===== src/cpe_pkg.sv =====
// ----------------------------------------------------------------------------
// cpe_pkg
// shared types, register indexes, microcode fields and the control store
// ----------------------------------------------------------------------------
package cpe_pkg;

    typedef logic signed [31:0] t_q16;

    localparam int CFG_IDX_W  = 4;
    localparam int CFG_DATA_W = 64;
    localparam int PC_W       = 4;

    // register indexes
    localparam logic [CFG_IDX_W-1:0] REG_TIME_STEP       = 4'd0;
    localparam logic [CFG_IDX_W-1:0] REG_VEL_FROM_VEL    = 4'd1;
    localparam logic [CFG_IDX_W-1:0] REG_VEL_FROM_ANGLE  = 4'd2;
    localparam logic [CFG_IDX_W-1:0] REG_RATE_FROM_VEL   = 4'd3;
    localparam logic [CFG_IDX_W-1:0] REG_RATE_FROM_ANGLE = 4'd4;
    localparam logic [CFG_IDX_W-1:0] REG_VEL_FORCE_GAIN  = 4'd5;
    localparam logic [CFG_IDX_W-1:0] REG_RATE_FORCE_GAIN = 4'd6;
    localparam logic [CFG_IDX_W-1:0] REG_INITIAL_POSE    = 4'd7;

    localparam logic [15:0] TIME_STEP_RESET = 16'd655;

    typedef struct packed {
        logic [15:0] time_step;
        t_q16        vel_from_vel;
        t_q16        vel_from_angle;
        t_q16        rate_from_vel;
        t_q16        rate_from_angle;
        t_q16        vel_force_gain;
        t_q16        rate_force_gain;
    } t_cfg;

    // multiplier operand a
    localparam logic [2:0] A_VFV = 3'd0;
    localparam logic [2:0] A_VFA = 3'd1;
    localparam logic [2:0] A_VFG = 3'd2;
    localparam logic [2:0] A_RFV = 3'd3;
    localparam logic [2:0] A_RFA = 3'd4;
    localparam logic [2:0] A_RFG = 3'd5;
    localparam logic [2:0] A_TS  = 3'd6;

    // multiplier operand b
    localparam logic [2:0] B_VEL   = 3'd0;
    localparam logic [2:0] B_ANG   = 3'd1;
    localparam logic [2:0] B_FRC   = 3'd2;
    localparam logic [2:0] B_RATE  = 3'd3;
    localparam logic [2:0] B_DVEL  = 3'd4;
    localparam logic [2:0] B_DRATE = 3'd5;

    // operation on the registered product of the previous step
    localparam logic [3:0] OP_NOP       = 4'd0;
    localparam logic [3:0] OP_LOAD      = 4'd1;
    localparam logic [3:0] OP_ADD       = 4'd2;
    localparam logic [3:0] OP_ADD_DVEL  = 4'd3;
    localparam logic [3:0] OP_ADD_DRATE = 4'd4;
    localparam logic [3:0] OP_EUL_POS   = 4'd5;
    localparam logic [3:0] OP_EUL_VEL   = 4'd6;
    localparam logic [3:0] OP_EUL_ANG   = 4'd7;
    localparam logic [3:0] OP_EUL_RATE  = 4'd8;

    localparam logic [PC_W-1:0] PC_LAST = 4'd10;

    typedef struct packed {
        logic [2:0]      a_sel;
        logic [2:0]      b_sel;
        logic            mul_en;
        logic [3:0]      op;
        logic            jz;     // jump when time step is zero
        logic [PC_W-1:0] tgt;
        logic            last;
    } t_uword;

    typedef struct packed {
        logic   active;
        t_uword uw;
    } t_ctl;

    function automatic t_q16 sat32(input logic signed [49:0] v);
        t_q16 r;
        if (v > 50'sd2147483647) begin
            r = 32'sh7fffffff;
        end else if (v < -50'sd2147483648) begin
            r = 32'sh80000000;
        end else begin
            r = v[31:0];
        end
        return r;
    endfunction

    // control store
    function automatic t_uword ucode(input logic [PC_W-1:0] pc);
        t_uword w;
        w = '{a_sel: A_VFV, b_sel: B_VEL, mul_en: 1'b0, op: OP_NOP,
              jz: 1'b0, tgt: '0, last: 1'b0};
        case (pc)
            4'd0: begin
                w.a_sel = A_VFV; w.b_sel = B_VEL;  w.mul_en = 1'b1;
            end
            4'd1: begin
                w.a_sel = A_VFA; w.b_sel = B_ANG;  w.mul_en = 1'b1; w.op = OP_LOAD;
            end
            4'd2: begin
                w.a_sel = A_VFG; w.b_sel = B_FRC;  w.mul_en = 1'b1; w.op = OP_ADD;
            end
            4'd3: begin
                w.a_sel = A_RFV; w.b_sel = B_VEL;  w.mul_en = 1'b1; w.op = OP_ADD_DVEL;
            end
            4'd4: begin
                w.a_sel = A_RFA; w.b_sel = B_ANG;  w.mul_en = 1'b1; w.op = OP_LOAD;
            end
            4'd5: begin
                w.a_sel = A_RFG; w.b_sel = B_FRC;  w.mul_en = 1'b1; w.op = OP_ADD;
            end
            4'd6: begin
                w.a_sel = A_TS;  w.b_sel = B_VEL;  w.mul_en = 1'b1; w.op = OP_ADD_DRATE;
                w.jz = 1'b1;     w.tgt = PC_LAST;
            end
            4'd7: begin
                w.a_sel = A_TS;  w.b_sel = B_DVEL; w.mul_en = 1'b1; w.op = OP_EUL_POS;
            end
            4'd8: begin
                w.a_sel = A_TS;  w.b_sel = B_RATE; w.mul_en = 1'b1; w.op = OP_EUL_VEL;
            end
            4'd9: begin
                w.a_sel = A_TS;  w.b_sel = B_DRATE; w.mul_en = 1'b1; w.op = OP_EUL_ANG;
            end
            4'd10: begin
                w.op = OP_EUL_RATE; w.last = 1'b1;
            end
            default: begin
                w.last = 1'b1;
            end
        endcase
        return w;
    endfunction

endpackage


===== src/cpe_seq.sv =====
// ----------------------------------------------------------------------------
// cpe_seq
// step counter and control store walk, with a jump on zero time step
// ----------------------------------------------------------------------------
module cpe_seq (
    input  logic          i_clk,
    input  logic          i_rst_n,
    input  logic          i_start,
    input  logic          i_hold,
    input  logic          i_ts_zero,
    output logic          o_busy,
    output cpe_pkg::t_ctl o_ctl
);
    import cpe_pkg::*;

    logic            r_busy, n_busy;
    logic [PC_W-1:0] r_pc, n_pc;
    t_uword          uw;

    assign uw = ucode(r_pc);

    always_comb begin
        n_busy = r_busy;
        n_pc   = r_pc;
        if (!r_busy) begin
            if (i_start) begin
                n_busy = 1'b1;
                n_pc   = '0;
            end
        end else if (!i_hold) begin
            if (uw.last) begin
                n_busy = 1'b0;
            end else if (uw.jz && i_ts_zero) begin
                n_pc = uw.tgt;
            end else begin
                n_pc = r_pc + PC_W'(1);
            end
        end
    end

    always_ff @(posedge i_clk) begin
        if (!i_rst_n) begin
            r_busy <= 1'b0;
            r_pc   <= '0;
        end else begin
            r_busy <= n_busy;
            r_pc   <= n_pc;
        end
    end

    assign o_busy       = r_busy;
    assign o_ctl.active = r_busy && !i_hold;
    assign o_ctl.uw     = uw;

endmodule


===== src/cpe_dp.sv =====
// ----------------------------------------------------------------------------
// cpe_dp
// shared multiplier, accumulator and the four state registers
// ----------------------------------------------------------------------------
module cpe_dp (
    input  logic          i_clk,
    input  logic          i_rst_n,
    input  cpe_pkg::t_cfg i_cfg,
    input  cpe_pkg::t_ctl i_ctl,
    input  logic          i_load_force,
    input  cpe_pkg::t_q16 i_force,
    input  logic          i_pose_load,
    input  logic [63:0]   i_pose,
    output cpe_pkg::t_q16 o_position,
    output cpe_pkg::t_q16 o_angle
);
    import cpe_pkg::*;

    t_q16 r_pos, r_vel, r_ang, r_rate;
    t_q16 r_force, r_dvel, r_drate;
    logic signed [64:0] r_prod;
    logic signed [49:0] r_acc;

    logic signed [32:0] mul_a;
    t_q16               mul_b;
    logic signed [48:0] term;
    logic signed [49:0] acc_sum;
    t_q16               eul_old;
    logic signed [49:0] eul_sum;
    t_q16               eul_new;

    always_comb begin
        case (i_ctl.uw.a_sel)
            A_VFV:   mul_a = {i_cfg.vel_from_vel[31], i_cfg.vel_from_vel};
            A_VFA:   mul_a = {i_cfg.vel_from_angle[31], i_cfg.vel_from_angle};
            A_VFG:   mul_a = {i_cfg.vel_force_gain[31], i_cfg.vel_force_gain};
            A_RFV:   mul_a = {i_cfg.rate_from_vel[31], i_cfg.rate_from_vel};
            A_RFA:   mul_a = {i_cfg.rate_from_angle[31], i_cfg.rate_from_angle};
            A_RFG:   mul_a = {i_cfg.rate_force_gain[31], i_cfg.rate_force_gain};
            A_TS:    mul_a = {17'd0, i_cfg.time_step};
            default: mul_a = '0;
        endcase
        case (i_ctl.uw.b_sel)
            B_VEL:   mul_b = r_vel;
            B_ANG:   mul_b = r_ang;
            B_FRC:   mul_b = r_force;
            B_RATE:  mul_b = r_rate;
            B_DVEL:  mul_b = r_dvel;
            B_DRATE: mul_b = r_drate;
            default: mul_b = '0;
        endcase
    end

    // product floored to q16.16 scale
    assign term    = r_prod[64:16];
    assign acc_sum = r_acc + 50'(term);

    always_comb begin
        case (i_ctl.uw.op)
            OP_EUL_POS:  eul_old = r_pos;
            OP_EUL_VEL:  eul_old = r_vel;
            OP_EUL_ANG:  eul_old = r_ang;
            OP_EUL_RATE: eul_old = r_rate;
            default:     eul_old = '0;
        endcase
    end

    assign eul_sum = 50'(eul_old) + 50'(term);
    assign eul_new = sat32(eul_sum);

    always_ff @(posedge i_clk) begin
        if (i_ctl.active && i_ctl.uw.mul_en) begin
            r_prod <= 65'(mul_a) * 65'(mul_b);
        end
        if (i_load_force) begin
            r_force <= i_force;
        end
        if (i_ctl.active) begin
            case (i_ctl.uw.op)
                OP_LOAD:      r_acc   <= 50'(term);
                OP_ADD:       r_acc   <= acc_sum;
                OP_ADD_DVEL:  r_dvel  <= sat32(acc_sum);
                OP_ADD_DRATE: r_drate <= sat32(acc_sum);
                default: begin
                end
            endcase
        end
    end

    always_ff @(posedge i_clk) begin
        if (!i_rst_n) begin
            r_pos  <= '0;
            r_vel  <= '0;
            r_ang  <= '0;
            r_rate <= '0;
        end else if (i_pose_load) begin
            r_pos  <= i_pose[31:0];
            r_ang  <= i_pose[63:32];
            r_vel  <= '0;
            r_rate <= '0;
        end else if (i_ctl.active) begin
            case (i_ctl.uw.op)
                OP_EUL_POS:  r_pos  <= eul_new;
                OP_EUL_VEL:  r_vel  <= eul_new;
                OP_EUL_ANG:  r_ang  <= eul_new;
                OP_EUL_RATE: r_rate <= eul_new;
                default: begin
                end
            endcase
        end
    end

    assign o_position = r_pos;
    assign o_angle    = r_ang;

endmodule


===== src/cart_pendulum_euler_step_top.sv =====
// ----------------------------------------------------------------------------
// cart_pendulum_euler_step_top
// linearised cart-pole model advanced by one forward euler step per force
// ----------------------------------------------------------------------------
//
// channel   dir   handshake                       payload
// s_axis    in    s_axis_tvalid / s_axis_tready   tdata[31:0] cart_force
// m_axis    out   m_axis_tvalid / m_axis_tready   tdata[31:0] cart_position,
//                                                 tdata[63:32] pendulum_angle
// cfg       in    i_cfg_we (no wait)              i_cfg_idx, i_cfg_data
//
// a force is accepted while the sequencer is idle and then runs through
// eleven microcode steps (a stalled output can hold the last one), each issuing
// at most one product on the single 33x32 multiplier (ten products, one at a time)
// a zero time step jumps past the three remaining euler products
// synchronous active-low reset loads the state from the reset pose (all zero)
// the result sits in an output register; a stalled output only holds the
// final step, the next force is accepted once the sequencer is idle
//
module cart_pendulum_euler_step_top (
    input  logic                          i_clk,
    input  logic                          i_rst_n,
    // force input
    input  logic                          s_axis_tvalid,
    output logic                          s_axis_tready,
    input  logic [31:0]                   s_axis_tdata,   // [31:0] cart_force
    // result output
    output logic                          m_axis_tvalid,
    input  logic                          m_axis_tready,
    output logic [63:0]                   m_axis_tdata,   // [31:0] cart_position,
                                                          // [63:32] pendulum_angle
    // configuration writes
    input  logic                          i_cfg_we,
    input  logic [cpe_pkg::CFG_IDX_W-1:0] i_cfg_idx,
    input  logic [cpe_pkg::CFG_DATA_W-1:0] i_cfg_data
);
    import cpe_pkg::*;

    t_cfg        r_cfg;
    logic        r_out_valid;
    logic [63:0] r_out_data;

    logic        busy;
    logic        start;
    logic        hold;
    logic        pose_load;
    t_ctl        ctl;
    t_uword      cur_uw;
    t_q16        position;
    t_q16        angle;

    // force accepted only while the sequencer is idle
    assign s_axis_tready = !busy;
    assign start         = s_axis_tvalid && !busy;

    // the final step waits while the previous result is still unclaimed
    assign cur_uw = ctl.uw;
    assign hold   = cur_uw.last && r_out_valid && !m_axis_tready;

    // a pose write reloads the state at once
    assign pose_load = i_cfg_we && (i_cfg_idx == REG_INITIAL_POSE);

    // configuration registers
    always_ff @(posedge i_clk) begin
        if (!i_rst_n) begin
            r_cfg.time_step       <= TIME_STEP_RESET;
            r_cfg.vel_from_vel    <= '0;
            r_cfg.vel_from_angle  <= '0;
            r_cfg.rate_from_vel   <= '0;
            r_cfg.rate_from_angle <= '0;
            r_cfg.vel_force_gain  <= '0;
            r_cfg.rate_force_gain <= '0;
        end else if (i_cfg_we) begin
            case (i_cfg_idx)
                REG_TIME_STEP:       r_cfg.time_step       <= i_cfg_data[15:0];
                REG_VEL_FROM_VEL:    r_cfg.vel_from_vel    <= i_cfg_data[31:0];
                REG_VEL_FROM_ANGLE:  r_cfg.vel_from_angle  <= i_cfg_data[31:0];
                REG_RATE_FROM_VEL:   r_cfg.rate_from_vel   <= i_cfg_data[31:0];
                REG_RATE_FROM_ANGLE: r_cfg.rate_from_angle <= i_cfg_data[31:0];
                REG_VEL_FORCE_GAIN:  r_cfg.vel_force_gain  <= i_cfg_data[31:0];
                REG_RATE_FORCE_GAIN: r_cfg.rate_force_gain <= i_cfg_data[31:0];
                default: begin
                    // pose goes straight to the state; unused indexes dropped
                end
            endcase
        end
    end

    // step counter and control store
    cpe_seq u_seq (
        .i_clk     (i_clk),
        .i_rst_n   (i_rst_n),
        .i_start   (start),
        .i_hold    (hold),
        .i_ts_zero (r_cfg.time_step == 16'd0),
        .o_busy    (busy),
        .o_ctl     (ctl)
    );

    // multiplier, accumulator and state
    cpe_dp u_dp (
        .i_clk        (i_clk),
        .i_rst_n      (i_rst_n),
        .i_cfg        (r_cfg),
        .i_ctl        (ctl),
        .i_load_force (start),
        .i_force      (s_axis_tdata),
        .i_pose_load  (pose_load),
        .i_pose       (i_cfg_data),
        .o_position   (position),
        .o_angle      (angle)
    );

    // output register; position and angle are final by the last step
    always_ff @(posedge i_clk) begin
        if (!i_rst_n) begin
            r_out_valid <= 1'b0;
        end else if (ctl.active && cur_uw.last) begin
            r_out_valid <= 1'b1;
        end else if (m_axis_tready) begin
            r_out_valid <= 1'b0;
        end
    end

    always_ff @(posedge i_clk) begin
        if (ctl.active && cur_uw.last) begin
            r_out_data <= {angle, position};
        end
    end

    assign m_axis_tvalid = r_out_valid;
    assign m_axis_tdata  = r_out_data;

endmodule


===== config.mk =====
export PLATFORM = sky130hd
export DESIGN_NAME = cart_pendulum_euler_step_top
export DESIGN_NICKNAME = d
export VERILOG_FILES = /design/src/cpe_pkg.sv /design/src/cpe_seq.sv /design/src/cpe_dp.sv /design/src/cart_pendulum_euler_step_top.sv
export SDC_FILE = /design/constraint.sdc
export NUM_CORES = 2
export LEC_CHECK = 0
export BUFFER_PORTS_ARGS = -buffer_cell sky130_fd_sc_hd__buf_2
export CAP_MARGIN = 20
export CORE_ASPECT_RATIO = 1.5
export CORE_MARGIN = 5
export CORE_UTILIZATION = 58
export DETAILED_ROUTE_END_ITERATION = 6
export GPL_TIMING_DRIVEN = 0
export HOLD_SLACK_MARGIN = 0.06
export PLACE_DENSITY = 0.73
export REMOVE_ABC_BUFFERS = 1
export SKIP_CTS_REPAIR_TIMING = 1
export SYNTH_ARGS = -nofsm -noshare
export SYNTH_HDL_FRONTEND = slang
export SYNTH_HIERARCHICAL = 1
export SYNTH_SLANG_ARGS = --single-unit

===== constraint.sdc =====
create_clock -name i_clk -period 13.8 [get_ports i_clk]
set_input_delay 2.76 -clock i_clk [delete_from_list [all_inputs] [get_ports i_clk]]
set_output_delay 2.76 -clock i_clk [all_outputs]
set_load 0.1 [all_outputs]

==> flow_summary_export.csv <==
group,metric,value,unit
status,status,"finished, final reports clean",
worst_setup_path,max_stage_delay,910,ps
clock_network,cts_buffers,53,
timing,rsz0062_at_grt,"false",
timing,fin_ws,80.2,ps
worst_setup_path,end_kind,"register",
timing,fin_crit_sh,99.4,%
flow_run,drv_cap,0,
route,drt_pre_antenna_iters,6,
route,vias_per_cell,6.24,
min_path,hold_class,"register to register",
die,die-area,123000,um^2
worst_setup_path,critPathLaunchType,"register",
route,drt_wl_total,229000,um
yosys,synth_area,67000,um^2
timing,maxSlewHeadroom,17.2,%
place,dp.cells,8710,
clock_network,htree_levels,2,
worst_setup_path,crit_path_top_delay_cell,"a221o_1",
yosys,yosysWarnings,6,
power,swShare,27.5,%
final_layout,fin_nets,8710,
power,switchingPower,1.08,mW
timing,hold_viol,0,
worst_setup_path,critical_path_class,"register to register",
grt,grt_max_degree,133,
die,io-pin-count,171,
die,core_area,115000,um^2
route,drtAntennaViolNets,0,
clock_network,clock_sinks,601,
grt,grt_overflow_total,0,
clock_network,clock_latency,680,ps
worst_setup_path,cp.arrival,14130,ps
place,dp_slack,93.5,ps
final_layout,nFillCells,9409,
place,dp_hpwl,183000,um
route,drc,0,
yosys,syn_avg_cell_area,9.23,um^2
power,seqPwrFrac,48.9,%
timing,setup_violations,0,
power,vdd_drop_max,0.000101,V
place,portBuffers,170,
clock_network,cts_buffer_depth,3,
route,drtIter0Drc,5284,
power,combPwrFrac,11.3,%
final_layout,stdcell_count,8819,
grt,grt_pass1_vias,57426,
grt,grt_pass1_wl,343000,um
power,powerDensity,53.5,nW/um^2
route,wl_per_cell,26.0,um
yosys,synth_cells,7259,
timing,finalMaxSlewViolations,0,
clock_network,cts_root_buf,"clkbuf_16",
route,num_vias,55001,
die,die_h,426,um
power,clkPwrFrac,39.7,%
power,p_int,2.84,mW
final_layout,drive_gt1_share,8.30,%
grt,antenna_found_initial,6,
clock_network,path_clk_slew,70,ps
timing,worst_pin_slew,1240,ps
grt,grt_util_all_layers,37.1,%
clock_network,cts_tree,"yes",
die,start_util,58.4,%
timing,skew,71.5,ps
worst_setup_path,worstPathRequired,14210,ps
power,total_power,3.91,mW
timing,min_period,13720,ps
worst_setup_path,cp_max_fo,13,
final_layout,area_delta_synth_final,9.13,%
power,power_leakage,32.8,nW
final_layout,multi_input_area,47300,um^2
die,fp.dieW,288,um
timing,fmax,72.9,MHz
worst_setup_path,path_common_cell,"fa_1",
die,placementRows,152,
timing,fin_tns_setup,0,ps
place,globalplace.congestion,0.999,
final_layout,register_area,14600,um^2
final cells by class:
type                    instances  area share [%]
multi-input cells            5171            64.7
inverters                    1085            5.57
repair buffers                319            4.68
flip-flops and latches        601            20.0
well taps                    1540            2.63
diodes                          4          0.0137
clock inverters                33           0.517
clock buffers                  66            1.91
critical path, delay by kind of cell, from the launching register on:
kind	cells	cell delay [ps]
and+or+nand+nor	4	2300
DFF	1	430
adders and majority gates	10	4750
xor gates and xnor gates	1	150
buffers and inverters	3	420
AOI/OAI and AO/OA	13	5370
registers in the layout (all words and copies together), names as in the netlist, 49 cells and up:
name	flops
r_cfg	208
u_dp/r_acc	50
u_dp/r_prod	49
m_axis_tdata	64
worst paths after layout:
check,to,slack [ps],from,cells after the start
setup / recovery,u_dp/r_prod[59],80,u_seq/r_pc[0],31
hold / removal,m_axis_tdata[8],430,u_dp/o_position[8],0
setup reg to reg,u_dp/r_prod[59],80,u_seq/r_pc[0],31
hold reg to reg,m_axis_tdata[8],430,u_dp/o_position[8],0
cells in the final DEF (no fill, tap or decap), drive strengths merged, types with 41 or more instances in the layout:
cell / count
a21o: 77
a21oi: 209
a221o: 44
a22oi: 167
a31oi: 44
buf: 319
clkbuf: 66
dfxtp: 342
edfxtp: 259
fa: 1091
ha: 283
inv: 1092
mux2: 41
mux2i: 250
nand2: 1193
nand3: 60
nand4: 42
nor2: 706
o21ai: 345
xnor2: 95
xor2: 53
per-stage QoR:
| step | hold slack, ps | util, % | cell area (um^2) |
|---|---|---|---|
| floorplan | 430 | - | 65200 |
| global placement | 438 | 59.3 | 68000 |
| detailed placement | 444 | 62.1 | 71300 |
| CTS | 408 | 63.7 | 73000 |
| global route | 430 | 63.8 | 73100 |
| finish | 425 | 63.8 | 73100 |
power by group through the flow:
stage	clock, mW	sequential, mW	combinational (mW)
2_1_floorplan	0	1.94	0.236
3_3_place_gp	0	1.95	0.391
3_5_place_dp	0	1.95	0.427
4_1_cts	1.56	1.91	0.429
5_1_grt	1.63	1.91	0.465
6_report	1.55	1.91	0.443
metal layers:
layer	vias to the layer above	part of all wire (%)	track usage [%]
met1	27394	33	41.4
li1	23254	-	-
met4	0	10	29.6
met5	-	0	0
met2	3254	48	62.0
met3	1099	9.2	7.39
No activity file was read; power rests on OpenSTA's default activity.
